`config.mk`:
```
export PLATFORM = sky130hd
export DESIGN_NAME = repeat_message_spooler_unit
export DESIGN_NICKNAME = d
export VERILOG_FILES = /design/src/design/rms_pkg.sv /design/src/design/repeat_message_spooler_unit.sv /design/src/design/rms_fifo.sv /design/src/design/rms_front.sv /design/src/design/rms_back.sv
export SDC_FILE = /design/constraint.sdc
export NUM_CORES = 1
export LEC_CHECK = 0
export BUFFER_PORTS_ARGS = -buffer_cell sky130_fd_sc_hd__buf_2
export CAP_MARGIN = 20
export CORE_UTILIZATION = 40
export DETAILED_ROUTE_END_ITERATION = 16
export SLEW_MARGIN = 20
export SYNTH_ARGS = -nofsm -noshare
export SYNTH_HDL_FRONTEND = slang
export SYNTH_SLANG_ARGS = --single-unit
```
`constraint.sdc`:
```
create_clock -name clk_i -period 11.8 [get_ports clk_i]
set_input_delay 1.18 -clock clk_i [delete_from_list [all_inputs] [get_ports clk_i]]
set_output_delay 1.18 -clock clk_i [all_outputs]
set_load 0.02 [all_outputs]
```
`src/design/rms_pkg.sv`:
```
package rms_pkg;

  // Opcode of an input request.
  localparam logic OpSchedule = 1'b0;
  localparam logic OpTick     = 1'b1;

  // Kind of a result.
  localparam logic ResultStatus = 1'b0;
  localparam logic ResultEmit   = 1'b1;

  // Configuration register map.
  localparam int  PaddrW            = 3;
  localparam logic RegRepeatCount    = 1'b0;
  localparam logic RegRepeatInterval = 1'b1;

  localparam logic [3:0]  RepeatCountRst    = 4'd2;
  localparam logic [15:0] RepeatIntervalRst = 16'd20;

  // A tick emits at most this many messages.
  localparam int MaxResults = 16;
  localparam int NumW       = 5;
  // Copy counter holds repeat_count + 1.
  localparam int CopyW      = 5;

  // Queue depths between the parts.
  localparam int CmdDepth = 2;
  localparam int ResDepth = 2;

  typedef struct packed {
    logic        op;
    logic [31:0] now_ms;
    logic [1:0]  msg_kind;
    logic [7:0]  unit_index;
    logic        onoff_value;
  } in_item_t;

  typedef struct packed {
    logic       result_kind;
    logic       dropped;
    logic [1:0] out_kind;
    logic [7:0] out_index;
    logic       out_value;
    logic [7:0] out_tid;
    logic       last;
  } out_item_t;

  typedef enum logic {
    CmdSchedule,
    CmdTick
  } cmd_e;

  typedef struct packed {
    cmd_e        cmd;
    logic [31:0] now_ms;
    logic [1:0]  msg_kind;
    logic [7:0]  unit_index;
    logic        onoff_value;
  } cmd_t;

  typedef struct packed {
    logic [3:0]  repeat_count;
    logic [15:0] repeat_interval;
  } cfg_t;

  typedef enum logic [2:0] {
    BkIdle,
    BkPlace,
    BkStatus,
    BkScan,
    BkLast
  } back_state_e;

endpackage

```
`src/design/repeat_message_spooler_unit.sv`:
```
// Timed message spooler with a table of SLOT_COUNT slots. Each request is either a
// schedule or a tick. A schedule bumps the 8-bit transaction id and places
// repeat_count+1 copies of the message in the lowest free slots, copy i due at
// now_ms + i*repeat_interval; it always returns one status result (last set) that
// echoes the message, carries the new id and flags dropped when the table ran out of
// free slots. A tick returns every occupied slot whose due time is at or before
// now_ms, in slot order, at most 16 per tick, frees them, and sets last on the final
// one; a tick with nothing due returns nothing. One request is worked at a time by a
// sequencer that visits one slot per clock while the result side does not hold it off:
// a schedule walks the slots to place its copies and then returns its status, and a
// tick scans them through the single read port of the slot memory, checks the
// occupancy bits and due times, and then hands out its last result. A two-entry
// request queue in front and a two-entry result queue behind let the producer and the
// consumer stall independently of the sequencer. Slot occupancy is cleared by reset
// at once, so no clearing pass is needed. The configuration registers sit at byte
// addresses 0 (repeat_count) and 4 (repeat_interval) and should only be written
// while the block is idle.
module repeat_message_spooler_unit #(
  parameter int SLOT_COUNT = 16
) (
  input  logic                          clk_i,
  input  logic                          rst_ni,
  // Request side.
  input  logic                          push,
  output logic                          full,
  input  rms_pkg::in_item_t             in_item_i,
  // Result side.
  output logic                          empty,
  input  logic                          pop,
  output rms_pkg::out_item_t            res_item_o,
  // Configuration port.
  input  logic                          psel,
  input  logic                          penable,
  input  logic                          pwrite,
  input  logic [rms_pkg::PaddrW-1:0]    paddr,
  input  logic [31:0]                   pwdata,
  output logic [31:0]                   prdata,
  output logic                          pready
);

  import rms_pkg::*;

  cfg_t      cfg_q;
  logic      cfg_wr;
  logic      cmd_valid, cmd_pop;
  cmd_t      cmd;
  logic      res_push, res_full;
  out_item_t res_data;
  logic [$bits(out_item_t)-1:0] res_bits;

  // The configuration port never inserts wait states. A write lands in the
  // access phase; the register is picked by address bit 2.
  assign pready = 1'b1;
  assign cfg_wr = psel && penable && pwrite;

  always_ff @(posedge clk_i or negedge rst_ni) begin
    if (!rst_ni) begin
      cfg_q.repeat_count    <= RepeatCountRst;
      cfg_q.repeat_interval <= RepeatIntervalRst;
    end else if (cfg_wr) begin
      case (paddr[2])
        RegRepeatCount:    cfg_q.repeat_count    <= pwdata[3:0];
        RegRepeatInterval: cfg_q.repeat_interval <= pwdata[15:0];
        default:           cfg_q <= cfg_q;
      endcase
    end
  end

  always_comb begin
    case (paddr[2])
      RegRepeatCount:    prdata = {28'd0, cfg_q.repeat_count};
      RegRepeatInterval: prdata = {16'd0, cfg_q.repeat_interval};
      default:           prdata = '0;
    endcase
  end

  // The front decodes and queues requests so the producer is not held up
  // while the sequencer scans the table.
  rms_front u_front (
    .clk_i       (clk_i),
    .rst_ni      (rst_ni),
    .push_i      (push),
    .item_i      (in_item_i),
    .full_o      (full),
    .cmd_pop_i   (cmd_pop),
    .cmd_valid_o (cmd_valid),
    .cmd_o       (cmd)
  );

  // The back owns the slot table and the scan sequencer.
  rms_back #(
    .SLOT_COUNT (SLOT_COUNT)
  ) u_back (
    .clk_i       (clk_i),
    .rst_ni      (rst_ni),
    .cfg_i       (cfg_q),
    .cmd_valid_i (cmd_valid),
    .cmd_i       (cmd),
    .cmd_pop_o   (cmd_pop),
    .res_full_i  (res_full),
    .res_push_o  (res_push),
    .res_data_o  (res_data)
  );

  // Results wait here until the consumer pops them; the sequencer only
  // stalls when this queue is full.
  rms_fifo #(
    .DW    ($bits(out_item_t)),
    .DEPTH (ResDepth)
  ) u_res_fifo (
    .clk_i   (clk_i),
    .rst_ni  (rst_ni),
    .push_i  (res_push),
    .data_i  (res_data),
    .full_o  (res_full),
    .pop_i   (pop),
    .data_o  (res_bits),
    .empty_o (empty)
  );

  assign res_item_o = out_item_t'(res_bits);

`ifndef SYNTHESIS
  // The sequencer must never hand a result to a full result queue.
  assert property (@(posedge clk_i) disable iff (!rst_ni) res_push |-> !res_full)
    else $error("result pushed into a full queue");

  // A request is only taken from the front when one is waiting.
  assert property (@(posedge clk_i) disable iff (!rst_ni) cmd_pop |-> cmd_valid)
    else $error("request popped from an empty queue");

  // A schedule status is always the only, and so the last, result of its request.
  assert property (@(posedge clk_i) disable iff (!rst_ni)
    (res_push && (res_data.result_kind == ResultStatus)) |-> res_data.last)
    else $error("status result without last");

  // Emitted messages never report a drop.
  assert property (@(posedge clk_i) disable iff (!rst_ni)
    (res_push && (res_data.result_kind == ResultEmit)) |-> !res_data.dropped)
    else $error("emitted message flagged as dropped");
`endif

endmodule

```
`src/design/rms_fifo.sv`:
```
module rms_fifo #(
  parameter int DW    = 8,
  parameter int DEPTH = 2
) (
  input  logic          clk_i,
  input  logic          rst_ni,
  input  logic          push_i,
  input  logic [DW-1:0] data_i,
  output logic          full_o,
  input  logic          pop_i,
  output logic [DW-1:0] data_o,
  output logic          empty_o
);

  localparam int PtrW = (DEPTH > 1) ? $clog2(DEPTH) : 1;
  localparam int CntW = $clog2(DEPTH + 1);

  logic [DW-1:0]   mem_q [DEPTH];
  logic [PtrW-1:0] wr_ptr_q, rd_ptr_q;
  logic [CntW-1:0] cnt_q;
  logic            do_push, do_pop;

  assign full_o  = (cnt_q == CntW'(DEPTH));
  assign empty_o = (cnt_q == '0);
  assign do_push = push_i && !full_o;
  assign do_pop  = pop_i && !empty_o;
  assign data_o  = mem_q[rd_ptr_q];

  always_ff @(posedge clk_i or negedge rst_ni) begin
    if (!rst_ni) begin
      wr_ptr_q <= '0;
      rd_ptr_q <= '0;
      cnt_q    <= '0;
    end else begin
      if (do_push) begin
        wr_ptr_q <= (wr_ptr_q == PtrW'(DEPTH - 1)) ? '0 : wr_ptr_q + 1'b1;
      end
      if (do_pop) begin
        rd_ptr_q <= (rd_ptr_q == PtrW'(DEPTH - 1)) ? '0 : rd_ptr_q + 1'b1;
      end
      if (do_push && !do_pop) begin
        cnt_q <= cnt_q + 1'b1;
      end else if (do_pop && !do_push) begin
        cnt_q <= cnt_q - 1'b1;
      end
    end
  end

  always_ff @(posedge clk_i) begin
    if (do_push) begin
      mem_q[wr_ptr_q] <= data_i;
    end
  end

endmodule

```
`src/design/rms_front.sv`:
```
module rms_front (
  input  logic              clk_i,
  input  logic              rst_ni,
  input  logic              push_i,
  input  rms_pkg::in_item_t item_i,
  output logic              full_o,
  input  logic              cmd_pop_i,
  output logic              cmd_valid_o,
  output rms_pkg::cmd_t     cmd_o
);

  import rms_pkg::*;

  cmd_t                  cmd_in;
  logic [$bits(cmd_t)-1:0] cmd_bits;
  logic                  cmd_empty;

  // Decode the opcode into a command and pass the payload along.
  always_comb begin
    cmd_in.cmd         = (item_i.op == OpTick) ? CmdTick : CmdSchedule;
    cmd_in.now_ms      = item_i.now_ms;
    cmd_in.msg_kind    = item_i.msg_kind;
    cmd_in.unit_index  = item_i.unit_index;
    cmd_in.onoff_value = item_i.onoff_value;
  end

  rms_fifo #(
    .DW    ($bits(cmd_t)),
    .DEPTH (CmdDepth)
  ) u_cmd_fifo (
    .clk_i   (clk_i),
    .rst_ni  (rst_ni),
    .push_i  (push_i),
    .data_i  (cmd_in),
    .full_o  (full_o),
    .pop_i   (cmd_pop_i),
    .data_o  (cmd_bits),
    .empty_o (cmd_empty)
  );

  assign cmd_valid_o = !cmd_empty;
  assign cmd_o       = cmd_t'(cmd_bits);

endmodule

```
`src/design/rms_back.sv`:
```
module rms_back #(
  parameter int SLOT_COUNT = 16
) (
  input  logic               clk_i,
  input  logic               rst_ni,
  input  rms_pkg::cfg_t      cfg_i,
  input  logic               cmd_valid_i,
  input  rms_pkg::cmd_t      cmd_i,
  output logic               cmd_pop_o,
  input  logic               res_full_i,
  output logic               res_push_o,
  output rms_pkg::out_item_t res_data_o
);

  import rms_pkg::*;

  localparam int IdxW = (SLOT_COUNT > 1) ? $clog2(SLOT_COUNT) : 1;
  localparam int CntW = $clog2(SLOT_COUNT + 1);

  typedef struct packed {
    logic [31:0] due;
    logic [1:0]  kind;
    logic [7:0]  index;
    logic        value;
    logic [7:0]  tid;
  } slot_t;

  back_state_e     state_q, state_d;
  cmd_t            cur_q;
  logic [7:0]      tid_q;
  logic [CntW-1:0] pos_q;
  logic [CopyW-1:0] copy_q, copy_n;
  logic [31:0]     due_q;
  logic            drop_q;
  logic            chk_vld_q;
  logic [IdxW-1:0] chk_idx_q;
  logic            hold_vld_q;
  out_item_t       hold_q;
  logic [NumW-1:0] num_q;
  logic [SLOT_COUNT-1:0] valid_q;

  slot_t slot_mem [SLOT_COUNT];
  slot_t rd_q;

  logic [IdxW-1:0] pos_idx;
  logic place_free, all_placed, pos_end;
  logic issue_more, hit, stall, scan_done;
  logic wr_en, rd_en, set_en, clr_en;

  assign pos_idx    = pos_q[IdxW-1:0];
  assign place_free = !valid_q[pos_idx];
  assign copy_n     = copy_q + CopyW'(place_free);
  assign all_placed = copy_n > {1'b0, cfg_i.repeat_count};
  assign pos_end    = (pos_q == CntW'(SLOT_COUNT - 1));

  // Scan pipeline: the slot read is registered, and the compare runs the next cycle.
  assign issue_more = (pos_q != CntW'(SLOT_COUNT));
  assign hit        = chk_vld_q && valid_q[chk_idx_q] && (cur_q.now_ms >= rd_q.due)
                      && (num_q < NumW'(MaxResults));
  assign stall      = hit && hold_vld_q && res_full_i;
  assign scan_done  = !issue_more && !chk_vld_q;

  always_comb begin
    state_d = state_q;
    case (state_q)
      BkIdle: begin
        if (cmd_valid_i) begin
          state_d = (cmd_i.cmd == CmdTick) ? BkScan : BkPlace;
        end
      end
      BkPlace: begin
        if (all_placed || pos_end) begin
          state_d = BkStatus;
        end
      end
      BkStatus: begin
        if (!res_full_i) begin
          state_d = BkIdle;
        end
      end
      BkScan: begin
        if (scan_done) begin
          state_d = BkLast;
        end
      end
      BkLast: begin
        if (!hold_vld_q || !res_full_i) begin
          state_d = BkIdle;
        end
      end
      default: state_d = BkIdle;
    endcase
  end

  always_comb begin
    cmd_pop_o  = 1'b0;
    res_push_o = 1'b0;
    res_data_o = hold_q;
    wr_en      = 1'b0;
    rd_en      = 1'b0;
    set_en     = 1'b0;
    clr_en     = 1'b0;
    case (state_q)
      BkIdle: begin
        cmd_pop_o = cmd_valid_i;
      end
      BkPlace: begin
        wr_en  = place_free;
        set_en = place_free;
      end
      BkStatus: begin
        res_push_o             = !res_full_i;
        res_data_o.result_kind = ResultStatus;
        res_data_o.dropped     = drop_q;
        res_data_o.out_kind    = cur_q.msg_kind;
        res_data_o.out_index   = cur_q.unit_index;
        res_data_o.out_value   = cur_q.onoff_value;
        res_data_o.out_tid     = tid_q;
        res_data_o.last        = 1'b1;
      end
      BkScan: begin
        rd_en = issue_more && !stall;
        if (hit && !stall) begin
          clr_en     = 1'b1;
          res_push_o = hold_vld_q;
        end
      end
      BkLast: begin
        res_push_o      = hold_vld_q && !res_full_i;
        res_data_o.last = 1'b1;
      end
      default: begin
        cmd_pop_o = 1'b0;
      end
    endcase
  end

  always_ff @(posedge clk_i or negedge rst_ni) begin
    if (!rst_ni) begin
      state_q    <= BkIdle;
      tid_q      <= '0;
      pos_q      <= '0;
      copy_q     <= '0;
      drop_q     <= 1'b0;
      chk_vld_q  <= 1'b0;
      chk_idx_q  <= '0;
      hold_vld_q <= 1'b0;
      num_q      <= '0;
    end else begin
      state_q <= state_d;
      case (state_q)
        BkIdle: begin
          if (cmd_valid_i) begin
            pos_q      <= '0;
            copy_q     <= '0;
            chk_vld_q  <= 1'b0;
            hold_vld_q <= 1'b0;
            num_q      <= '0;
            if (cmd_i.cmd == CmdSchedule) begin
              tid_q <= tid_q + 8'd1;
            end
          end
        end
        BkPlace: begin
          pos_q <= pos_q + 1'b1;
          if (place_free) begin
            copy_q <= copy_n;
          end
          if (all_placed || pos_end) begin
            drop_q <= !all_placed;
          end
        end
        BkScan: begin
          if (!stall) begin
            chk_vld_q <= issue_more;
            chk_idx_q <= pos_idx;
            if (issue_more) begin
              pos_q <= pos_q + 1'b1;
            end
            if (hit) begin
              hold_vld_q <= 1'b1;
              num_q      <= num_q + 1'b1;
            end
          end
        end
        default: begin
          num_q <= num_q;
        end
      endcase
    end
  end

  always_ff @(posedge clk_i) begin
    if (state_q == BkIdle && cmd_valid_i) begin
      cur_q <= cmd_i;
      due_q <= cmd_i.now_ms;
    end else if (state_q == BkPlace && place_free) begin
      due_q <= due_q + {16'd0, cfg_i.repeat_interval};
    end
    if (state_q == BkScan && hit && !stall) begin
      hold_q.result_kind <= ResultEmit;
      hold_q.dropped     <= 1'b0;
      hold_q.out_kind    <= rd_q.kind;
      hold_q.out_index   <= rd_q.index;
      hold_q.out_value   <= rd_q.value;
      hold_q.out_tid     <= rd_q.tid;
      hold_q.last        <= 1'b0;
    end
  end

  always_ff @(posedge clk_i or negedge rst_ni) begin
    if (!rst_ni) begin
      valid_q <= '0;
    end else begin
      if (set_en) begin
        valid_q[pos_idx] <= 1'b1;
      end
      if (clr_en) begin
        valid_q[chk_idx_q] <= 1'b0;
      end
    end
  end

  always_ff @(posedge clk_i) begin
    if (wr_en) begin
      slot_mem[pos_idx] <= {due_q, cur_q.msg_kind, cur_q.unit_index, cur_q.onoff_value, tid_q};
    end
    if (rd_en) begin
      rd_q <= slot_mem[pos_idx];
    end
  end

endmodule

```
After elaboration in Yosys (flattened, before gate mapping)
Memory sizes are Yosys's and may differ from the RTL's. A register that Yosys moved wholly into a read port is not among the register bits.
Cells that the tools add are included.
Widths: inputs -> output; s select.
Cells by class
  add/sub/neg operators: 13
  multiply operators: 0
  divide/modulo/power cells: 0
  order comparisons: 7
  equal/unequal tests: 17
  shift-type cells: 0
  mux-type cells: 59
  bitwise logic cells: 7
  reductions and logical operators: 61
Operator list (number)
  $mux 32: 2
  $pmux 32 s2: 1
  $add 32x16->32: 1
  $ge 32x32->1: 1
  $mux 16: 2
  $mux 5: 6
  $mux 1: 26
  $logic_and 1x1->1: 25
  $mux 21: 1
  $pmux 5 s2: 2
  $and 16x16->16: 1
  $not 16->16: 1
  $or 16x16->16: 1
  $mux 3: 5
  $pmux 3 s5: 1
  $pmux 5 s3: 1
  $logic_not 1->1: 14
  $add 5x1->5 const B: 2
  $lt 4x5->1 const B: 2
  $mux 2: 5
  $ne 2x1->1 const B: 5
  $reduce_bool 2->1: 5
  $reduce_and 3->1: 3
  $add 8x1->8 const B: 1
  other kinds (27): 50
Word-level totals
  register bits after elaboration: 171
  latch bits: 0
  memory bits (writable): 948
  bits in read-only memories: 0
  input bits: 86
  output and inout bits: 57
  word-level logic and storage cells: 194
  memories kept: 3
Memory list
  u_back.slot_mem: depth 16, bits a word 51, read ports 1, clocked after Yosys merged registers in 1, write ports 1, line rms_back.sv:42  | slot_t slot_mem [SLOT_COUNT];
  u_front.u_cmd_fifo.mem_q: depth 2, bits a word 44, read ports 1, clocked after Yosys merged registers in 0, write ports 1, line rms_fifo.sv:18  | logic [DW-1:0] mem_q [DEPTH];
  u_res_fifo.mem_q: depth 2, bits a word 22, read ports 1, clocked after Yosys merged registers in 0, write ports 1, line rms_fifo.sv:18

Logic depth before layout (Yosys ltp)
Gate-level depths: netlist of run 1.
  depth in word-level cells: 16
  depth in mapped cells: 15
  mapped depth without buffers: 14

By module
Synthesis of run 1 repeated with hierarchy kept, for this count alone.
Unflattened totals
  cell total of the unflattened synthesis: 2219
  area total of the unflattened synthesis: 46424.5 µm²
Modules (own cells, without submodules)
  rms_back: times used 1, cells each 1895, area each 39982.1 µm², seq. area each 30083.9 µm²
  rms_fifo (u_front.u_cmd_fifo): times used 1, cells each 156, area each 3572.2 µm², seq. area each 2742.6 µm²
  rms_fifo (u_res_fifo): times used 1, cells each 87, area each 1788.0 µm², seq. area each 1421.4 µm²
  repeat_message_spooler_unit: times used 1, cells each 80, area each 1078.5 µm², seq. area each 504.2 µm²
  rms_front: times used 1, cells each 1, area each 3.8 µm², seq. area each 0.0 µm²

Least setup slack after synthesis of run 1
Ideal clock, no wire load.
  path kind: reg-to-reg
  start point: register u_back.cur_q[36] (netlist name)
  end point: register, netlist name u_back.rd_q[0]
  library setup time: 0.465 ns
  data arrival time: 4.268 ns
  data required time: 11.335 ns
  setup slack: 7.067 ns
  stages on the path, launching flop included: 10
  path buffers: 0
  clock period less this slack: 4.733 ns
  cell sequence: edfxtp_1 -> ha_1 -> a21oi_1 -> o21ai_1 -> a221oi_1 -> o21ai_0 -> o21ai_2 -> nor2_1 -> or2_1 -> nor2b_1
Between the ends
  cells in the longest elaborated chain, start to end: 8
Ends and longest elaborated chain
  start, declared: line rms_back.sv:29  | cmd_t cur_q;
  start signal, assigned: line rms_back.sv:195  | cur_q <= cmd_i;
  $ge 32x32->1: line rms_back.sv:58  | assign hit = chk_vld_q && valid_q[chk_idx_q] && (cur_q.now_ms >= rd_q.due)
  $logic_and 1x1->1: line rms_back.sv:58
  $logic_and 1x1->1: line rms_back.sv:59  | && (num_q < NumW'(MaxResults));
  $logic_and 1x1->1 (2 in a row): line rms_back.sv:60  | assign stall = hit && hold_vld_q && res_full_i;
  $logic_not 1->1: line rms_back.sv:122  | rd_en = issue_more && !stall;
  $logic_and 1x1->1: line rms_back.sv:122
  $mux 1: line rms_back.sv:103  | case (state_q)
  named net u_back.rd_en: line rms_back.sv:48  | logic wr_en, rd_en, set_en, clr_en;
The timed path passes the listed nets, and every way through them passes these cells.
A chain may end at the register's enable or synchronous reset.

Worst setup path in the final report of run 1
  start point: register u_back.pos_q[1]
  end point: memory u_back.slot_mem[6][40] (netlist name) (enable)
Between the ends
  cells in the longest elaborated chain, start to end: 6
Ends and longest elaborated chain
  start, declared: line rms_back.sv:31  | logic [CntW-1:0] pos_q;
  start signal, assigned: line rms_back.sv:165  | pos_q <= pos_q + 1'b1;
  start signal, assigned: line rms_back.sv:178  | pos_q <= pos_q + 1'b1;
  $bmux 1 s4: line rms_back.sv:51  | assign place_free = !valid_q[pos_idx];
  $mux 1 (implied by the code): line rms_back.sv:51
  $logic_not 1->1: line rms_back.sv:51
  $mux 1: line rms_back.sv:103
  $mux 1: line rms_back.sv:225  | if (wr_en) begin
  $mux 1 (implied by the code): line rms_back.sv:226  | slot_mem[pos_idx] <= {due_q, cur_q.msg_kind, cur_q.unit_index, cur_q.onoff_value, tid_q};
  end, declared: line rms_back.sv:42
Several ways; a longest one is shown, not always the timed one. The select of a mux whose other input is x is not followed.

==> results list, run 1 <==
- Area of the mapped netlist: 46100 sq um
- RSZ-0062 raised after global routing: no
- Die width: ~340 microns
- TritonCTS built the clock tree.
* Detailed-route wire length on metal 1: about 44 mm
* Layout net count: 2564
- Largest stage delay, worst path: approximately 980 ps
- Clock tree synthesis found a total of approximately 1200 sinks.
* Wirelength, routed: 101 mm
* Critical path startpoint category: flip-flop
* Clock transition at path regs: 60 ps
* Highest layer used for signal routing: met4
- The initial utilization of the core area, before any placement, comes to 40.3%.
* Number of DRC violations after detailed routing: 0
- Counting distinct cell types in the post-synthesis netlist gives 60.
* Maximum number of pins on one net before global-route repair: 106
* Total iterations of the first detailed-routing run: 5
- Count of input and output buffers: 107
- Routability-driven placement finished with a final weighted congestion of 0.770.
- The floorplan step defined a core boundary enclosing 114000 sq um.
- Worst slack, placed: 6290 ps
- Post-Route Setup TNS: 0 ps
- Cell count after placement: about 3800
* GR Util All Layers: ~17%
- Worst clock skew: 29.8 ps
- For this design the top-level I/O count stands at 143.
- Synthesis handed over a netlist of 2246 instances.
- Post-layout worst setup margin: 6370 ps
* Filler Cells Inserted: 9489
* Share of Yosys cell area claimed by the top area cell type: 71.2%
* Length of routed met2 wiring: 50.6 mm
- Largest delay share family, worst path: buffers and inverters
- Lkg Pwr: 0.0170 uW
- Clock latency on the worst-skew pair: 700 ps
- The number of antenna violations at the first check in global routing was 1.
- After layout, the worst path uses 46.0% of the clock period.
- At the end of the flow the core is filled with cells to 45.8%.
- In the synthesized netlist the dominant register cell turns out to be edfxtp_1.
* Slowest cell on the critical path: dfrtp_4
* First-pass GRT wire length: 149 mm
* GRT overflow: 0
- Top post-synthesis cells by area: edfxtp_1, mux4_2, dfrtp_1, mux2_2, ha_1
- Via Count: 21836
- Post-layout total power: 12600 uW
- The finished layout holds 4025 standard cells, fillers aside.
* Crit Path Max Fanout: 62
* Count of flip-flops with a built-in enable after synthesis: 1093
* Worst IR Drop VDD: 168 uV
- The floorplan has 124 rows.
- Post-CTS repair changed the size of 0 cells.
- In the final layout, the share of cells above drive strength 1 is roughly 29%.
- Met3 layer wire length in the routed design: 5.02 mm
* Seq pwr share: 49.0%
- The max-slew violation count is 0.
- WS Path Type: reg2reg
- Total internal power: 8940 uW
- CP Cell Sequence: buf_4 > mux4_2 > mux4_2 > nor2_4 > nand2_1 > nor2_4 > buf_4
* Syn Area/Cell: 20.5 sq um
- Measured along the y axis, the die boundary spans 342 microns.
* CTS H-tree depth: 3
- After detailed routing, the average wire length per cell comes to 25.2 microns.
- Via count of the first global-routing pass: 22618
- Post-DP HPWL: about 55 mm
- Once the clock tree was built, the setup fixing pass inserted 0 buffers.
- Synthesis inferred 1170 register bits.
- In the routed layout, each cell is associated on average with a via count of 5.43.
- Hold Buf Count CTS: 0
* Arrival time at the worst endpoint: around 5700 ps
- Data on the critical path is required at its endpoint by 12110 ps.
- From synthesis to final layout, the design area changed by 13.5%.
* Antenna diode count: 0
- The floorplan step defined a die boundary enclosing between 100000 and 150000 sq um.
- Power share of the combinational group: 22.2%
* Outcome: completed
* Count of final hold-check violations: 0
* Hold crit path type: in2async
- In this run the deepest clock path goes through 3 buffers.
- The tool flagged a number of max-cap violations equal to 0.
- Maximum clock frequency: 184 MHz
- Post-synthesis async set-or-reset flop share: roughly 6.6%
- Sum of buffers and inverters on the critical path: 2
- Detail Route Antenna Nets: 0
- Number of buffers created by CTS: ~120
- P_sw: approximately 3700 uW
* Min Clock Period, post-route: 5430 ps
- Number of failing setup endpoints in the final timing report: 0
* Root Buffer Master: clkbuf_16
* Critical path capture point type: flip-flop
- Share of total power in the clock network: 28.8%
- For this design the ratio of total power to cell area is 242 nW/um^2.
- Worst relative slew slack: 22.6%
- For this run, the number of Yosys warnings is 0.
- Net switching is 29.3% of the power.
- After the first detailed-routing iteration, the DRC count stood at between 1500 and 2000.
- Slew at the pin closest to its max-slew limit: 1160 ps
- Yosys top cell by area: edfxtp_1
* Share of the yosys chip area belonging to registers: between 70% and 80%
cells in the mapped netlist (4+ instances only):
| cell | number |
|---|---|
| dfrtp_1 | 74 |
| nand2b_1 | 14 |
| buf_4 | 18 |
| o32a_1 | 10 |
| mux4_2 | 263 |
| ha_1 | 63 |
| a31oi_1 | 6 |
| nand3_1 | 18 |
| xnor2_1 | 28 |
| nand4_1 | 14 |
| xor2_1 | 20 |
| inv_2 | 4 |
| nand2_1 | 97 |
| a211oi_1 | 4 |
| and3_1 | 12 |
| nor3_1 | 7 |
| inv_1 | 56 |
| o31ai_1 | 4 |
| nor3_2 | 4 |
| a21oi_1 | 43 |
| buf_2 | 19 |
| nor2_1 | 63 |
| o21ai_1 | 26 |
| mux2i_1 | 4 |
| nor2b_1 | 6 |
| buf_1 | 10 |
| and2_1 | 14 |
| mux2_2 | 104 |
| edfxtp_1 | 1093 |
| mux2_1 | 5 |
| a21o_1 | 8 |
| clkbuf_1 | 63 |
| o21ai_0 | 27 |
final timing paths:
path                            slack [ps]       startpoint                endpoint  cells past startpoint
worst min-delay path                   310           rst_ni                cfg_q[7]                      1
worst max-delay path                  6370  u_back.pos_q[1]  u_back.slot_mem[6][40]                      7
worst max register to register        6370  u_back.pos_q[1]  u_back.slot_mem[6][40]                      7
max in group asynchronous            10210           rst_ni         u_back.pos_q[1]                      2
min in group clk_i                     420  u_back.rd_q[13]       u_back.hold_q[14]                      0
worst min register to register         420  u_back.rd_q[13]       u_back.hold_q[14]                      0
power by group through the flow:
stage	Clock (uW)	Combinational, uW	Sequential [uW]
finish	3640	2810	6200
global placement	0	2810	6220
CTS	3710	2860	6200
detailed placement	0	2850	6290
global route	3860	3060	6280
floorplan	0	2130	5970
flip-flops by register name, indices dropped and copies added, names as in the netlist, 8 cells and up:
| signal | count |
|---|---|
| u_front.u_cmd_fifo.mem_q | 88 |
| u_back.rd_q | 51 |
| u_back.tid_q | 8 |
| u_back.due_q | 32 |
| u_res_fifo.mem_q | 44 |
| u_back.valid_q | 16 |
| u_back.cur_q | 43 |
| cfg_q | 20 |
| u_back.hold_q | 19 |
| u_back.slot_mem | 816 |
per-stage QoR:
step	hold slack, ps	instance area [sq um]
finish	315	52300
global route	282	52300
CTS	276	52300
detailed placement	405	48600
global placement	402	48600
floorplan	400	46200
layout make-up:
| type | instances | area [sq um] | area share, % |
|---|---|---|---|
| Tap cell | 1512 | 1890 | 3.61 |
| Inverter | 60 | 226 | 0.433 |
| Clock inverter | 59 | 602 | 1.15 |
| Multi-Input combinational cell | 921 | 10800 | 20.7 |
| Sequential cell | 1170 | 34800 | 66.4 |
| Clock buffer | 157 | 3170 | 6.05 |
| Timing Repair Buffer | 146 | 843 | 1.61 |
cells in the final DEF, fill, tap and decap left out, types with 5 or more instances in the layout:
master	count
clkbuf_1	31
o21ai_1	26
o32a_1	10
nor2b_1	5
mux4_2	263
nand2_1	97
and3_1	11
nor3_1	7
mux2_2	104
clkinv_1	18
nor2_4	14
and2_1	14
clkbuf_8	9
edfxtp_1	1093
o21ai_0	27
nand2b_1	14
conb_1	17
mux2_1	5
dfrtp_1	69
inv_1	56
a31oi_1	6
xnor2_1	28
bufinv_16	11
buf_4	39
ha_1	63
xor2_1	20
nand3_1	18
a21oi_1	43
buf_2	106
nor2_1	48
clkinv_2	20
a21o_1	8
nand4_1	14
clkbuf_16	117
layer usage:
layer	track usage, %	up-vias
met5	0	-
met4	4.41	0
met3	2.82	137
met2	28.9	625
met1	24.0	11642
li1	-	9432
cells by family (layout without fill, tap and decap cells):
kind of cell    Yosys count  count (layout)  synth area share, %
other cells               2              17               0.0163
flops                  1170            1170                 75.3
fa+ha+maj                64              64                 1.75
buf+inv                 170             422                 1.58
simple gates            263             263                 2.69
compound gates          153             153                 2.11
mux                     376             376                 15.6
xor+xnor                 48              48                0.911
No activity file was read; power rests on OpenSTA's default activity.
==> run 2, diff against run 1 <==
clock period = 4.9 ns   (was 11.8 ns; I/O delays follow)
==> run 2 against run 1 <==
Net effect:
- flip-flop and latch count did not move
- worst setup slack got worse by 5500 ps
- sequential share of layout area shrank 0.67 points
- clock-buffer cell count fell by 22
==> results list, run 2 (synthesis results as in run 1) <==
- Total internal power: 21400 uW (+140%)
- The max-slew violation count is 0 (unchanged).
- Seq pwr share: 48.7% (-0.3 points)
- CTS H-tree depth: 3 (unchanged)
* Slowest cell on the critical path: edfxtp_1
- Clock transition at path regs: 60 ps (about the same)
* Number of buffers created by CTS: 110 (-4.3%)
- Proportion of total power due to net switching: 29.3% (about the same)
- Number of failing setup endpoints in the final timing report: 0 (unchanged)
* Layout-stage area growth over the synthesis result: 14.6%
- DRT iter0 DRCs: 2094 (+6.1%)
* Initial Util: 40.3% (unchanged)
* Arrival time at the worst endpoint: 4450 ps (-1290 ps)
- Endpoint of the worst-slack reg-to-reg timing path: u_back.due_q[28]
* Destination of the worst hold path: cfg_q[9]
- The aggregate global-route resource usage was 17.5% (+0.092 points).
* Number of placement rows: 124 (unchanged)
* R2R depth: 11 (+4)
- Critical path capture point type: flip-flop
* Biggest register: u_back.slot_mem
- Clock net sink count: 1170 (unchanged)
- The number of vias per cell is 5.44 (+0.32%).
* Root Buffer Master: clkbuf_16
- The number of standard cells in the final layout excluding fillers is 4066 (+1.0%).
* CP Cell Sequence: ha_1 > inv_1 > fa_1 > nor2b_1 > o2111ai_1 > and3_1 > nor3_1 > o211ai_1 > a21oi_1 > xnor2_1 > o21ai_1
- Layout net count: 2618 (+2.1%)
- The overall via count from detail_route was 22130 (+1.3%).
- The total iterations of the first detailed-routing run is 6 (+1).
* Wirelength, routed: 102 mm (+0.28%)
- Number of buffers inserted to repair setup after CTS: 0 (unchanged)
- The horizontal die dimension came to 342 microns (unchanged).
- The relative slew slack was 31.2% (+8.6 points).
- WS Path Type: reg2reg
- The critical path data required time is 5290 ps (-6820 ps).
- The fmax is 246 MHz (+34%).
- Most frequent standard cell in the layout excluding fill and tap cells: edfxtp_1
* GRT overflow: 0 (unchanged)
- The total power density per cell area is 573 nW/um^2 (+140%).
- Reg-to-reg startpoint: u_back.due_q[0]
- Slew at the pin closest to its max-slew limit: 1030 ps (-126 ps)
* Outcome: completed
- The number of port buffers came to 107 (unchanged).
- RSZ-0062 raised after global routing: no
- The switching power was 8870 uW (+140%).
* Registers with the highest flip-flop counts: u_back.slot_mem (816), u_front.u_cmd_fifo.mem_q (88), u_back.rd_q (51)
- The total leakage power came to 0.0172 uW (+1.3%).
- The total instance count after detailed placement is 3823 (+0.37%).
* Via count of the first global-routing pass: 23044 (+1.9%)
- Among cell families on the critical path, the largest total delay comes from compound AO/OA/AOI/OAI gates.
- The flip-flop count of the largest register after layout was 816 (unchanged).
- Die Span Y: 342 microns (unchanged)
- The number of hold-slack violations in the final timing report came to 0 (unchanged).
* Share of total power in the clock network: 28.2% (-0.6 points)
- Antenna diode count: 0 (unchanged)
* Max clock buf depth: 3 (unchanged)
- Share of the cycle needed by the critical path after routing: 82.9% (+37 points)
- Clock latency on the worst-skew pair: 680 ps (-20 ps)
* Reported max-cap violation count: 0 (unchanged)
- The number of buffer and inverter stages on the critical path came to 1 (-1).
* Detail Route Antenna Nets: 0 (unchanged)
* Crit Path Max Fanout: 17 (-73%)
- The post-route minimum period was 4060 ps (-1370 ps).
* Maximum number of pins on one net before global-route repair: 154 (+45%)
- Worst IR Drop VDD: 338 uV (+100%)
- STA classifies the critical path startpoint as a flip-flop.
- The fraction of power consumed by combinational cells was 23.1% (+0.9 points).
- The post-DP HPWL was 55.6 mm (+0.43%).
- Worst clock skew: 17.0 ps (-12.8 ps)
* Routed WL per cell: 25.0 microns (-0.73%)
* Largest stage delay, worst path: 750 ps (-230 ps)
* First-pass GRT wire length: 150 mm (+0.77%)
- Placeable core region: 114000 sq um (unchanged)
- Setup slack on the worst flop-to-flop path: 840 ps (-5530 ps)
- In the layout the commonest cells are edfxtp_1, mux4_2, clkbuf_16.
- TritonCTS built the clock tree.
- Post-Route Setup TNS: 0 ps (unchanged)
- The proportion of layout cells with a drive suffix above 1 was 28.7% (about the same).
- The area enclosed by the die boundary came to 117000 sq um (unchanged).
* Number of DRC violations after detailed routing: 0 (unchanged)
- Gpl congestion: 0.803 (+4.3%)
* Initial antenna violation count: 1 (unchanged)
- The startpoint identified for the worst hold timing path is pwdata[9].
* Worst Hold Path Cells: 2
* I/O pin total: 143 (unchanged)
* Hold crit path type: in2reg
==> run 2: power by group through the flow <==
stage	Sequential [uW]	Combinational (uW)	Clock [uW]
after floorplan	14400	5130	0
after global placement	14800	6930	0
after detailed placement	15000	7060	0
after CTS	14800	7140	8710
after global routing	15000	7630	9060
final	14800	7000	8540
==> run 2: how the worst max path moves through the flow <==
| stage | start | to | cells past startpoint | slack (ps) |
|---|---|---|---|---|
| 2_1_floorplan | u_back.cur_q[36] | u_back.rd_q[0] | 9 | 170 |
| 3_3_place_gp | u_back.pos_q[1] | u_back.state_q[1] | 14 | 1030 |
| 3_5_place_dp | u_back.due_q[0] | u_back.due_q[28] | 11 | 980 |
| 4_1_cts | u_back.due_q[0] | u_back.due_q[28] | 11 | 920 |
| 5_1_grt | u_back.due_q[0] | u_back.due_q[30] | 11 | 640 |
| 6_report | u_back.due_q[0] | u_back.due_q[28] | 11 | 840 |
==> run 2: area by class of cell <==
class	instances	area [sq um]
inverters	60	226
repair buffers	205	1550
fillers	9511	61500
clock buffers	135	2910
clock inverters	63	688
well taps	1512	1890
multi-input cells	921	10800
flip-flops and latches	1170	34800
==> run 2: what timing repair did <==
action | CTS | global route
hold buffers | 45 | 0
hold endpoints to repair | 126 | 0
gates resized for setup | 0 | 0
==> run 2: layer usage <==
metal  GRT usage [%]  up-vias  share of wire, %
li1                -     9538                 -
met1            23.8    11857                43
met2            29.7      597                51
met3            2.27      138               4.4
met4            4.71        0               2.3
met5               0        -                 0
==> run 2: stage by stage <==
stage	setup slack (ps)	util, %	area [sq um]	hold slack (ps)	total power [uW]
after floorplan	167	-	46200	194	19500
after global placement	1030	42.7	48800	401	21700
after detailed placement	978	42.7	48800	405	22000
after CTS	924	46.2	52900	11.6	30600
after global routing	641	46.2	52900	34.0	31600
final	840	46.2	52900	56.5	30300
